==> src/hdl/lcdns_pkg.sv <==
// Shared types, constants and a helper function for the character LCD nibble sequencer.
// Used by the front, the command queue, the back and the top level. No dependencies.
package lcdns_pkg;

   // Expander port bit positions and display geometry.
   localparam int EN_BIT        = 2;
   localparam int RS_BIT        = 0;
   localparam int BACKLIGHT_BIT = 3;
   localparam int DISPLAY_ROWS  = 4;

   localparam logic [7:0] EN_MASK = 8'(1 << EN_BIT);
   localparam logic [7:0] RS_MASK = 8'(1 << RS_BIT);
   localparam logic [7:0] BL_MASK = 8'(1 << BACKLIGHT_BIT);
   localparam logic [7:0] ROW_CLAMP = 8'(DISPLAY_ROWS - 1);

   // Stream payload widths.
   localparam int REQ_W = 32;
   localparam int RSP_W = 16;

   // Operation codes.
   localparam logic [3:0] FUNC_INIT     = 4'd0;
   localparam logic [3:0] FUNC_CHAR     = 4'd1;
   localparam logic [3:0] FUNC_LIGHT    = 4'd2;
   localparam logic [3:0] FUNC_CLEAR    = 4'd3;
   localparam logic [3:0] FUNC_HOME     = 4'd4;
   localparam logic [3:0] FUNC_BLINK    = 4'd5;
   localparam logic [3:0] FUNC_CURSOR   = 4'd6;
   localparam logic [3:0] FUNC_DISPLAY  = 4'd7;
   localparam logic [3:0] FUNC_SHIFT    = 4'd8;
   localparam logic [3:0] FUNC_POSITION = 4'd9;

   // Controller instructions.
   localparam logic [7:0] INSTR_CLEAR   = 8'h01;
   localparam logic [7:0] INSTR_HOME    = 8'h02;
   localparam logic [7:0] INSTR_ENTRY   = 8'h04;
   localparam logic [7:0] INSTR_DISPLAY = 8'h08;
   localparam logic [7:0] INSTR_DDRAM   = 8'h80;
   localparam logic [7:0] ROW1_OFFSET   = 8'h40;

   // Display flag bit positions.
   localparam int FLAG_BLINK   = 0;
   localparam int FLAG_CURSOR  = 1;
   localparam int FLAG_DISPLAY = 2;
   localparam logic [2:0] FLAGS_RESET     = 3'b111;
   localparam logic [2:0] FLAGS_AFTER_INIT = 3'b110;

   // Waits in milliseconds.
   localparam logic [5:0] WAIT_POWER      = 6'd50;
   localparam logic [5:0] WAIT_NONE       = 6'd0;
   localparam logic [5:0] WAIT_STROBE     = 6'd1;
   localparam logic [5:0] WAIT_INIT_LONG  = 6'd5;
   localparam logic [5:0] WAIT_INIT_SHORT = 6'd1;

   // Last nibble index of the init sequence, with and without function set.
   localparam logic [3:0] INIT_LAST_TWO = 4'd13;
   localparam logic [3:0] INIT_LAST_ONE = 4'd11;
   localparam logic [3:0] INSTR_LAST    = 4'd1;

   // Configuration register indexes.
   localparam logic [1:0] REG_ROWS   = 2'd0;
   localparam logic [1:0] REG_LINE   = 2'd1;
   localparam logic [1:0] REG_DEVICE = 2'd2;

   // Command queue.
   localparam int FIFO_DEPTH = 4;
   localparam int FIFO_AW    = $clog2(FIFO_DEPTH);

   typedef enum logic [1:0] {
      KIND_INIT  = 2'd0,
      KIND_CHAR  = 2'd1,
      KIND_LIGHT = 2'd2,
      KIND_INSTR = 2'd3
   } lcdns_kind_type;

   typedef struct packed {
      lcdns_kind_type kind;
      logic           two_row;
      logic [7:0]     data;
      logic           enable;
      logic           text_done;
   } lcdns_cmd_type;

   typedef struct packed {
      logic empty;
      logic full;
   } lcdns_fifo_stat_type;

   // Nibbles of the init sequence. With one line the function set pair is skipped.
   function automatic logic [3:0] init_nibble(input logic [3:0] idx, input logic two_row);
      logic [3:0] eff;
      logic [3:0] nib;
      eff = (!two_row && idx >= 4'd4) ? idx + 4'd2 : idx;
      unique case (eff)
         4'd0, 4'd1, 4'd2: nib = 4'h3;
         4'd3, 4'd4:       nib = 4'h2;
         4'd5:             nib = 4'h8;
         4'd7, 4'd9:       nib = 4'hF;
         4'd11:            nib = 4'hE;
         4'd13:            nib = 4'h1;
         default:          nib = 4'h0;
      endcase
      return nib;
   endfunction

endpackage

==> src/hdl/lcdns_front.sv <==
// Front end: accepts request items, resolves flags and cursor address, and queues commands.
// Depends on lcdns_pkg.
module lcdns_front import lcdns_pkg::*; (
   input  logic                clock,
   input  logic                reset,
   input  logic                req_tvalid,
   output logic                req_tready,
   // [3:0] func, [11:4] char_code, [12] enable, [20:13] column, [28:21] row, rest zero
   input  logic [REQ_W-1:0]    req_tdata,
   input  logic                req_tlast,
   input  logic [2:0]          rows_in_use,
   input  logic [5:0]          line_length,
   input  lcdns_fifo_stat_type fifo_stat,
   output logic                push,
   output lcdns_cmd_type       push_cmd
);

   logic [2:0] flags_ff, flags_in;
   logic       entry_ff, entry_in;

   logic [3:0] func;
   logic [7:0] char_code;
   logic       enable;
   logic [7:0] column;
   logic [7:0] row;
   logic       accept;
   logic       known;
   logic [1:0] row_clamped;
   logic [2:0] row_limit;
   logic [1:0] row_sel;
   logic [7:0] offset;
   logic [2:0] flag_bit;

   assign func      = req_tdata[3:0];
   assign char_code = req_tdata[11:4];
   assign enable    = req_tdata[12];
   assign column    = req_tdata[20:13];
   assign row       = req_tdata[28:21];

   assign req_tready = !fifo_stat.full;
   assign accept     = req_tvalid && req_tready;

   // Row is clamped to the last physical line, then to the configured line count.
   always_comb begin
      row_clamped = (row > ROW_CLAMP) ? ROW_CLAMP[1:0] : row[1:0];
      row_limit   = (rows_in_use == 3'd0) ? 3'd0 : rows_in_use - 3'd1;
      row_sel     = ({1'b0, row_clamped} > row_limit) ? row_limit[1:0] : row_clamped;
      unique case (row_sel)
         2'd0:    offset = 8'h00;
         2'd1:    offset = ROW1_OFFSET;
         2'd2:    offset = {2'b00, line_length};
         default: offset = ROW1_OFFSET + {2'b00, line_length};
      endcase
   end

   always_comb begin
      flags_in           = flags_ff;
      entry_in           = entry_ff;
      known              = 1'b1;
      flag_bit           = 3'b000;
      push_cmd.kind      = KIND_INSTR;
      push_cmd.two_row   = rows_in_use > 3'd1;
      push_cmd.data      = 8'h00;
      push_cmd.enable    = enable;
      push_cmd.text_done = 1'b0;
      unique case (func)
         FUNC_INIT: begin
            push_cmd.kind = KIND_INIT;
            flags_in      = FLAGS_AFTER_INIT;
            entry_in      = 1'b1;
         end
         FUNC_CHAR: begin
            push_cmd.kind      = KIND_CHAR;
            push_cmd.data      = char_code;
            push_cmd.text_done = req_tlast;
         end
         FUNC_LIGHT:    push_cmd.kind = KIND_LIGHT;
         FUNC_CLEAR:    push_cmd.data = INSTR_CLEAR;
         FUNC_HOME:     push_cmd.data = INSTR_HOME;
         FUNC_BLINK, FUNC_CURSOR, FUNC_DISPLAY: begin
            unique case (func)
               FUNC_BLINK:  flag_bit = 3'(1 << FLAG_BLINK);
               FUNC_CURSOR: flag_bit = 3'(1 << FLAG_CURSOR);
               default:     flag_bit = 3'(1 << FLAG_DISPLAY);
            endcase
            flags_in      = enable ? (flags_ff | flag_bit) : (flags_ff & ~flag_bit);
            push_cmd.data = INSTR_DISPLAY | {5'b00000, flags_in};
         end
         FUNC_SHIFT: begin
            entry_in      = enable;
            push_cmd.data = INSTR_ENTRY | {7'b0000000, enable};
         end
         FUNC_POSITION: push_cmd.data = INSTR_DDRAM | (column + offset);
         default:       known = 1'b0;
      endcase
   end

   // Unused operation codes are taken and dropped without a trace.
   assign push = accept && known;

   always_ff @(posedge clock) begin
      if (reset) begin
         flags_ff <= FLAGS_RESET;
         entry_ff <= 1'b1;
      end else if (push) begin
         flags_ff <= flags_in;
         entry_ff <= entry_in;
      end
   end

endmodule

==> src/hdl/lcdns_fifo.sv <==
// Short command queue between the front and the back of the sequencer.
// Depends on lcdns_pkg for the command type and the depth.
module lcdns_fifo import lcdns_pkg::*; (
   input  logic                clock,
   input  logic                reset,
   input  logic                push,
   input  lcdns_cmd_type       push_cmd,
   input  logic                pop,
   output lcdns_cmd_type       head,
   output lcdns_fifo_stat_type stat
);

   lcdns_cmd_type      entries_ff [FIFO_DEPTH];
   logic [FIFO_AW-1:0] wr_ptr_ff;
   logic [FIFO_AW-1:0] rd_ptr_ff;
   logic [FIFO_AW:0]   count_ff;

   assign head       = entries_ff[rd_ptr_ff];
   assign stat.empty = count_ff == '0;
   assign stat.full  = count_ff == (FIFO_AW + 1)'(FIFO_DEPTH);

   always_ff @(posedge clock) begin
      if (push) begin
         entries_ff[wr_ptr_ff] <= push_cmd;
      end
   end

   always_ff @(posedge clock) begin
      if (reset) begin
         wr_ptr_ff <= '0;
         rd_ptr_ff <= '0;
         count_ff  <= '0;
      end else begin
         if (push) begin
            wr_ptr_ff <= wr_ptr_ff + 1'b1;
         end
         if (pop) begin
            rd_ptr_ff <= rd_ptr_ff + 1'b1;
         end
         unique case ({push, pop})
            2'b10:   count_ff <= count_ff + 1'b1;
            2'b01:   count_ff <= count_ff - 1'b1;
            default: count_ff <= count_ff;
         endcase
      end
   end

endmodule

==> src/hdl/lcdns_back.sv <==
// Back end: walks each queued command through its expander bytes and keeps the port shadow.
// Depends on lcdns_pkg. Drives the registered result channel.
module lcdns_back import lcdns_pkg::*; (
   input  logic                clock,
   input  logic                reset,
   input  lcdns_cmd_type       head,
   input  lcdns_fifo_stat_type fifo_stat,
   output logic                pop,
   output logic                idle,
   output logic                rsp_tvalid,
   input  logic                rsp_tready,
   output logic [RSP_W-1:0]    rsp_tdata,
   output logic                rsp_tlast,
   output logic                rsp_tuser
);

   typedef enum logic [3:0] {
      ST_IDLE = 4'b0001,
      ST_PRE  = 4'b0010,
      ST_NIB  = 4'b0100,
      ST_POST = 4'b1000
   } lcdns_state_type;

   lcdns_state_type state_ff, state_in;
   lcdns_cmd_type   cur_ff, cur_in;
   logic [3:0]      idx_ff, idx_in;
   logic [1:0]      phase_ff, phase_in;
   logic            pre_ff, pre_in;
   logic [7:0]      shadow_ff, shadow_in;

   logic            rsp_valid_ff, rsp_valid_in;
   logic [7:0]      rsp_byte_ff;
   logic [5:0]      rsp_wait_ff;
   logic            rsp_last_ff;
   logic            rsp_done_ff;

   logic            out_free;
   logic            emit;
   logic            finish;
   logic [7:0]      byte_v;
   logic [5:0]      wait_v;
   logic [3:0]      nib_val;
   logic [3:0]      nib_last;
   logic [5:0]      extra;

   assign out_free = !rsp_valid_ff || rsp_tready;
   assign idle     = state_ff == ST_IDLE;

   always_comb begin
      if (cur_ff.kind == KIND_INIT) begin
         nib_val  = init_nibble(idx_ff, cur_ff.two_row);
         nib_last = cur_ff.two_row ? INIT_LAST_TWO : INIT_LAST_ONE;
      end else begin
         nib_val  = idx_ff[0] ? cur_ff.data[3:0] : cur_ff.data[7:4];
         nib_last = INSTR_LAST;
      end
      // Init nibbles 0 and 1 get the long wait on their last byte, nibble 2 the short one.
      if (cur_ff.kind == KIND_INIT && idx_ff <= 4'd1) begin
         extra = WAIT_INIT_LONG;
      end else if (cur_ff.kind == KIND_INIT && idx_ff == 4'd2) begin
         extra = WAIT_INIT_SHORT;
      end else begin
         extra = WAIT_NONE;
      end
   end

   always_comb begin
      state_in = state_ff;
      cur_in   = cur_ff;
      idx_in   = idx_ff;
      phase_in = phase_ff;
      pre_in   = pre_ff;
      emit     = 1'b0;
      finish   = 1'b0;
      byte_v   = shadow_ff;
      wait_v   = WAIT_NONE;
      pop      = 1'b0;

      unique case (state_ff)
         ST_IDLE: begin
            state_in = ST_IDLE;
         end
         ST_PRE: begin
            if (out_free) begin
               unique case (cur_ff.kind)
                  KIND_INIT: begin
                     emit = 1'b1;
                     if (!pre_ff) begin
                        byte_v = 8'h00;
                        wait_v = WAIT_POWER;
                        pre_in = 1'b1;
                     end else begin
                        byte_v   = shadow_ff | BL_MASK;
                        state_in = ST_NIB;
                     end
                  end
                  KIND_CHAR: begin
                     emit     = 1'b1;
                     byte_v   = shadow_ff | RS_MASK;
                     state_in = ST_NIB;
                  end
                  KIND_LIGHT: begin
                     emit   = 1'b1;
                     byte_v = cur_ff.enable ? (shadow_ff | BL_MASK) : (shadow_ff & ~BL_MASK);
                     finish = 1'b1;
                  end
                  KIND_INSTR: begin
                     state_in = ST_NIB;
                  end
               endcase
            end
         end
         ST_NIB: begin
            if (out_free) begin
               emit = 1'b1;
               unique case (phase_ff)
                  2'd0: begin
                     byte_v   = {nib_val, shadow_ff[3:0]};
                     phase_in = 2'd1;
                  end
                  2'd1: begin
                     byte_v   = shadow_ff | EN_MASK;
                     wait_v   = WAIT_STROBE;
                     phase_in = 2'd2;
                  end
                  default: begin
                     byte_v   = shadow_ff & ~EN_MASK;
                     wait_v   = WAIT_STROBE + extra;
                     phase_in = 2'd0;
                     if (idx_ff == nib_last) begin
                        if (cur_ff.kind == KIND_CHAR) begin
                           state_in = ST_POST;
                        end else begin
                           finish = 1'b1;
                        end
                     end else begin
                        idx_in = idx_ff + 4'd1;
                     end
                  end
               endcase
            end
         end
         ST_POST: begin
            if (out_free) begin
               emit   = 1'b1;
               byte_v = shadow_ff & ~RS_MASK;
               finish = 1'b1;
            end
         end
         default: state_in = ST_IDLE;
      endcase

      // The next command is picked up in the cycle its predecessor sends its last byte.
      if ((state_ff == ST_IDLE || finish) && !fifo_stat.empty) begin
         pop      = 1'b1;
         cur_in   = head;
         idx_in   = 4'd0;
         phase_in = 2'd0;
         pre_in   = 1'b0;
         state_in = (head.kind == KIND_INSTR) ? ST_NIB : ST_PRE;
      end else if (finish) begin
         state_in = ST_IDLE;
      end

      shadow_in    = emit ? byte_v : shadow_ff;
      rsp_valid_in = out_free ? emit : rsp_valid_ff;
   end

   always_ff @(posedge clock) begin
      if (reset) begin
         state_ff     <= ST_IDLE;
         idx_ff       <= 4'd0;
         phase_ff     <= 2'd0;
         pre_ff       <= 1'b0;
         shadow_ff    <= 8'h00;
         rsp_valid_ff <= 1'b0;
      end else begin
         state_ff     <= state_in;
         idx_ff       <= idx_in;
         phase_ff     <= phase_in;
         pre_ff       <= pre_in;
         shadow_ff    <= shadow_in;
         rsp_valid_ff <= rsp_valid_in;
      end
   end

   always_ff @(posedge clock) begin
      cur_ff <= cur_in;
      if (emit) begin
         rsp_byte_ff <= byte_v;
         rsp_wait_ff <= wait_v;
         rsp_last_ff <= finish;
         rsp_done_ff <= finish && cur_ff.text_done;
      end
   end

   assign rsp_tvalid = rsp_valid_ff;
   assign rsp_tdata  = {2'b00, rsp_wait_ff, rsp_byte_ff};
   assign rsp_tlast  = rsp_last_ff;
   assign rsp_tuser  = rsp_done_ff;

endmodule

==> src/hdl/char_lcd_nibble_sequencer_core.sv <==
// Top level of the character LCD nibble sequencer: configuration registers and wiring.
// Depends on lcdns_pkg, lcdns_front, lcdns_fifo and lcdns_back.
//
// Each request item names one LCD operation; the block answers with the series of
// I/O expander port bytes that perform it on a 4-bit HD44780 interface, each with a
// wait in milliseconds. rsp_tlast marks the final byte of an item, and rsp_tuser marks
// the final byte of a character that came with req_tlast set (end of a string).
// Bytes per item: init 44 (38 with one line), character 8, backlight 1, every other
// command 6; unused operation codes give nothing. The back end sends one byte per
// cycle while rsp_tready allows; if a command waits, a new item starts in the cycle
// after the previous one's last byte. A taken item passes the queue and the back end
// state register to the output register. A four-entry command queue lets the front
// keep taking items while the back works or the receiver stalls; req_tready drops only
// when the queue is full. A stall on rsp_tready holds the output register and freezes
// the byte sequencer. Reset clears the expander shadow, sets all display flags and the
// entry shift flag, and loads the registers with 2 lines, 16 characters per line and
// address 39. Registers sit at bytes 0, 4 and 8; rows and line length are read live.
module char_lcd_nibble_sequencer_core import lcdns_pkg::*; (
   input  logic             clock,
   input  logic             reset,
   input  logic             req_tvalid,
   output logic             req_tready,
   // [3:0] func, [11:4] char_code, [12] enable, [20:13] column, [28:21] row, rest zero
   input  logic [REQ_W-1:0] req_tdata,
   input  logic             req_tlast,
   output logic             rsp_tvalid,
   input  logic             rsp_tready,
   // [7:0] expander_byte, [13:8] wait_ms, rest zero
   output logic [RSP_W-1:0] rsp_tdata,
   output logic             rsp_tlast,
   // [0] text_done
   output logic             rsp_tuser,
   input  logic             csr_psel,
   input  logic             csr_penable,
   input  logic             csr_pwrite,
   input  logic [3:0]       csr_paddr,
   input  logic [31:0]      csr_pwdata,
   output logic [31:0]      csr_prdata,
   output logic             csr_pready
);

   logic [2:0] rows_ff;
   logic [5:0] line_ff;
   logic [6:0] device_ff;
   logic       csr_write;

   lcdns_fifo_stat_type fifo_stat;
   lcdns_cmd_type       push_cmd;
   lcdns_cmd_type       head;
   logic                push;
   logic                back_pop;
   logic                back_idle;

   assign csr_pready = 1'b1;
   assign csr_write  = csr_psel && csr_penable && csr_pwrite && csr_pready;

   always_ff @(posedge clock) begin
      if (reset) begin
         rows_ff   <= 3'd2;
         line_ff   <= 6'd16;
         device_ff <= 7'd39;
      end else if (csr_write) begin
         unique case (csr_paddr[3:2])
            REG_ROWS:   rows_ff   <= csr_pwdata[2:0];
            REG_LINE:   line_ff   <= csr_pwdata[5:0];
            REG_DEVICE: device_ff <= csr_pwdata[6:0];
            default:    rows_ff   <= rows_ff;
         endcase
      end
   end

   always_comb begin
      unique case (csr_paddr[3:2])
         REG_ROWS:   csr_prdata = {29'd0, rows_ff};
         REG_LINE:   csr_prdata = {26'd0, line_ff};
         REG_DEVICE: csr_prdata = {25'd0, device_ff};
         default:    csr_prdata = 32'd0;
      endcase
   end

   lcdns_front u_front (
      .clock       (clock),
      .reset       (reset),
      .req_tvalid  (req_tvalid),
      .req_tready  (req_tready),
      .req_tdata   (req_tdata),
      .req_tlast   (req_tlast),
      .rows_in_use (rows_ff),
      .line_length (line_ff),
      .fifo_stat   (fifo_stat),
      .push        (push),
      .push_cmd    (push_cmd)
   );

   lcdns_fifo u_fifo (
      .clock    (clock),
      .reset    (reset),
      .push     (push),
      .push_cmd (push_cmd),
      .pop      (back_pop),
      .head     (head),
      .stat     (fifo_stat)
   );

   lcdns_back u_back (
      .clock      (clock),
      .reset      (reset),
      .head       (head),
      .fifo_stat  (fifo_stat),
      .pop        (back_pop),
      .idle       (back_idle),
      .rsp_tvalid (rsp_tvalid),
      .rsp_tready (rsp_tready),
      .rsp_tdata  (rsp_tdata),
      .rsp_tlast  (rsp_tlast),
      .rsp_tuser  (rsp_tuser)
   );

   // The end-of-string mark only ever rides on the final byte of an item.
   a_done_on_last: assert property (@(posedge clock) disable iff (reset)
      rsp_tvalid && rsp_tuser |-> rsp_tlast)
      else $error("text_done without last");

   a_pop_nonempty: assert property (@(posedge clock) disable iff (reset)
      back_pop |-> !fifo_stat.empty)
      else $error("command popped from an empty queue");

   a_push_not_full: assert property (@(posedge clock) disable iff (reset)
      push |-> !fifo_stat.full)
      else $error("command pushed into a full queue");

   // An idle back end picks up a waiting command right away.
   a_no_idle_stall: assert property (@(posedge clock) disable iff (reset)
      back_idle && !fifo_stat.empty |=> !back_idle)
      else $error("back end idle with commands queued");

endmodule
==> config.mk <==
export PLATFORM = sky130hd
export DESIGN_NAME = char_lcd_nibble_sequencer_core
export DESIGN_NICKNAME = d
export VERILOG_FILES = /design/src/hdl/lcdns_pkg.sv /design/src/hdl/lcdns_front.sv /design/src/hdl/lcdns_fifo.sv /design/src/hdl/lcdns_back.sv /design/src/hdl/char_lcd_nibble_sequencer_core.sv
export SDC_FILE = /design/constraint.sdc
export NUM_CORES = 1
export LEC_CHECK = 0
export ABC_CLOCK_PERIOD_IN_PS = 4400
export BUFFER_PORTS_ARGS = -buffer_cell sky130_fd_sc_hd__clkbuf_2
export CAP_MARGIN = 20
export CORE_MARGIN = 2
export CORE_UTILIZATION = 50
export CTS_CLUSTER_SIZE = 8
export DETAILED_ROUTE_END_ITERATION = 12
export PLACE_DENSITY = 0.85
export SYNTH_ARGS = -nofsm -noshare
export SYNTH_HDL_FRONTEND = slang
export SYNTH_SLANG_ARGS = --single-unit
export TNS_END_PERCENT = 30
==> constraint.sdc <==
create_clock -name clock -period 4.4 [get_ports clock]
set_input_delay 0.88 -clock clock [delete_from_list [all_inputs] [get_ports clock]]
set_output_delay 0.88 -clock clock [all_outputs]
set_load 0.005 [all_outputs]
==> results.cfg <==
[outcome]
status = finished, final reports clean

[worst_setup_path]
required_ns = 4.67
reg2reg_depth = 18
critPathLaunch = req_tdata[27]
reg2reg_setup_slack_ns = 0.63
cp-endpoint = u_fifo.entries_ff[1][4]$_DFFE_PP_
max_stage_delay_ns = 0.37
endpoint_kind = flop
start_kind = primary input
crit_fanout = 6
worstReg2RegStart = rows_ff[0]$_SDFFE_PP0P_
r2r-end = u_fifo.entries_ff[1][4]$_DFFE_PP_
arrival_ns = 4.38
cp_slowest_cell = fa_1
cpMostUsedCell = buf_4
crit_chain = clkbuf_2 > nor4_2 > nand2_1 > nor2_1 > inv_1 > ha_1 > nor2b_1 > o21ai_0 > mux2i_1 > buf_4 > and2_1 > ha_1 > inv_1 > fa_1 > buf_4 > xor2_1 > a21oi_1 > a21oi_1 > o32ai_1 > buf_4
critical_path_class = in2reg

[detailed_routing]
wl_per_cell_um = 15.83
final_antenna_net_count = 0
dr.first_iter.drc_count = 329
vias = 4477
vias_per_cell = 5.427
totalWireLength_mm = 13.06
drc = 0
first_pass_iters = 5

[placement]
place_area_um2 = 6812
dp_slack_ns = -0.2539
gpl.final_weighted_congestion = 0.8808
numPortBuffers = 68
place_inst = 793
place_hpwl_mm = 9.010

[power_and_ir_drop]
p_leak_nw = 2.822
ir_drop_mv = 0.3550
p_per_area_nw_per_um2 = 506.5

[cts]
cts_buffer_depth = 2
tritoncts.num_buffers = 17
clock-sinks = 127
clk-insertion-delay-late_ns = 0.41
cts.clk_slew.worst_paths_ns = 0.05
tritoncts = done
cts_setup_buffers = 0
htreeDepth = 4
root_buffer = clkbuf_16

[cells_and_area]
most-common-layout-cells = edfxtp_1 (79), clkbuf_2 (68), dfxtp_1 (48)
syn_to_final_growth_pct = 15.74
fin_area_um2 = 7443
final_common_cell = edfxtp_1
n_fill_cell = 998
drive_gt1_share_pct = 20.67
fin_nets = 742
layoutNonFillerInstCount = 825
diodes = 0

[global_route]
grt_max_degree = 42
antenna_found_initial = 0
grt_overflow = 0
grt_pass1_vias = 4563
grt_use_total_pct = 19.41
grt_pass1_wl_mm = 21.45

[sta]
final.setup_skew_ns = 0.009348
hold_ws_ns = 0.5017
final_max_slew_viol_count = 0
final-hold-violation-count = 0
fmax_ghz = 0.2435
fin_crit_sh_pct = 93.35
worstMarginPinSlew_ns = 0.9221
relSlewSlack_pct = 38.53
setup_viol = 0
rsz0062_at_grt = no
finalCriticalPeriod_ns = 4.107
fin_ws_ns = 0.2927

[floorplanning]
io_pins = 129
rows = 41
core_um2 = 12570
dieArea_um2 = 13790
fp.dieH_um = 117.4
initial_core_util_pct = 51.17
die_x_um = 117.4

[yosys]
synth-seq-cells = 127
synth_top_area_share_pct = 36.89
synth_edf_count = 79
ys_async_sr_fraction_pct = 0
synth_cells = 574
yosys_warnings = 0
synth_top_cell_by_area = edfxtp_1
yosysUniqueCellTypes = 66
synthFlopType = edfxtp_1
syn_area_per_cell_um2 = 11.20
synthTopCellsByArea = edfxtp_1 (37%), dfxtp_1 (15%), mux4_2 (4.6%)
yosysSeqAreaShare_pct = 51.83
syn_area_um2 = 6431

[min_path]
hp-class = reg2reg

[flow_run]
cap_violations = 0
==> final cells by class <==
cell class                      instances  area (µm²)  share of cell area, %
Multi-Input combinational cell        393        2779                  37.33
Clock inverter                         14       192.7                  2.589
Inverter                               26       97.59                  1.311
Tap cell                              172       215.2                  2.891
Timing Repair Buffer                   76       400.4                  5.379
Sequential cell                       127        3333                  44.78
Clock buffer                           17       425.4                  5.715
==> kinds of logic after synthesis <==
group | synth area share, %
AND/OR/NAND/NOR | 15.91
multiplexers | 7.977
adder cells (fa/ha/maj) | 5.097
flip-flops | 51.83
AO/OA/AOI/OAI | 10.25
XOR/XNOR | 2.179
other | 0.1168
buffers and inverters | 6.634
==> power by group <==
part	internal [W]	leakage, nW	switching, W
logic	0.000294	1.43	0.000416
registers	0.00146	1.10	0.000144
clock network	0.000943	0.287	0.000511
total	0.00270	2.82	0.00107
==> worst min path at each step <==
stage | start | endpoint | slack [ns] | cells after the start
3_3_place_gp | u_front.flags_ff[1]$_SDFFE_PP1P_ | u_front.flags_ff[1]$_SDFFE_PP1P_ | 0.46 | 2
3_5_place_dp | u_front.flags_ff[1]$_SDFFE_PP1P_ | u_front.flags_ff[1]$_SDFFE_PP1P_ | 0.48 | 2
5_1_grt | u_front.flags_ff[1]$_SDFFE_PP1P_ | u_front.flags_ff[1]$_SDFFE_PP1P_ | 0.51 | 2
6_report | device_ff[4]$_SDFFE_PP0P_ | device_ff[4]$_SDFFE_PP0P_ | 0.50 | 2
2_1_floorplan | u_front.flags_ff[1]$_SDFFE_PP1P_ | u_front.flags_ff[1]$_SDFFE_PP1P_ | 0.45 | 2
4_1_cts | u_front.flags_ff[1]$_SDFFE_PP1P_ | u_front.flags_ff[1]$_SDFFE_PP1P_ | 0.50 | 2
==> per-layer routing <==
metal	global-route usage, %	part of all wire (%)	up-vias
met5	0	0	-
met4	5.497	0.96	0
met3	7.053	6.5	14
met2	35.42	53	172
met1	21.13	40	2146
li1	-	-	2145
==> cells in the mapped netlist (4+ instances only) <==
cell      number
nand2_1       35
mux2i_1       22
clkbuf_1      17
and2_1        15
xor2_1        10
mux4_2        13
buf_2          5
a21o_1         5
or3_1          4
dfxtp_1       48
xnor2_1        6
a21oi_1       30
nor3_1        16
nor2b_1       21
nand2b_1       8
edfxtp_1      79
a211o_1        7
nand3_1       11
inv_1         26
a32o_1         4
ha_1          23
buf_4         31
o21ai_0       23
nor2_1        47
==> flip-flops by register name (all words and copies together), names as in the netlist, 6 cells and up, named ones only <==
signal              count
device_ff               7
u_back.shadow_ff        8
u_back.cur_ff          13
line_ff                 6
u_fifo.entries_ff      52
u_back.rsp_byte_ff      8
==> critical path: cells and delay by family <==
family                     cells  cell delay (ns)
adders and majority gates      3             0.84
and+or+nand+nor                5             0.80
AOI/OAI and AO/OA              4             0.74
buffers and inverters          6             0.71
muxes                          1             0.23
xor gates and xnor gates       1             0.16
==> repair_timing <==
item / in CTS / in global routing
setup endpoints to repair: 0 / 12
hold buffers: 0 / 0
resized for setup: 0 / 3
endpoints found under the hold margin: 0 / 0
==> per-stage QoR <==
step                power, W  TNS (ns)  util (%)
global route        0.003939         0     59.22
global placement    0.002265         0     54.20
floorplan           0.002134         0         -
finish              0.003770         0     59.22
CTS                 0.003778         0     59.11
detailed placement  0.002316    -1.836     54.20
Power figures use the tool's default switching activity.
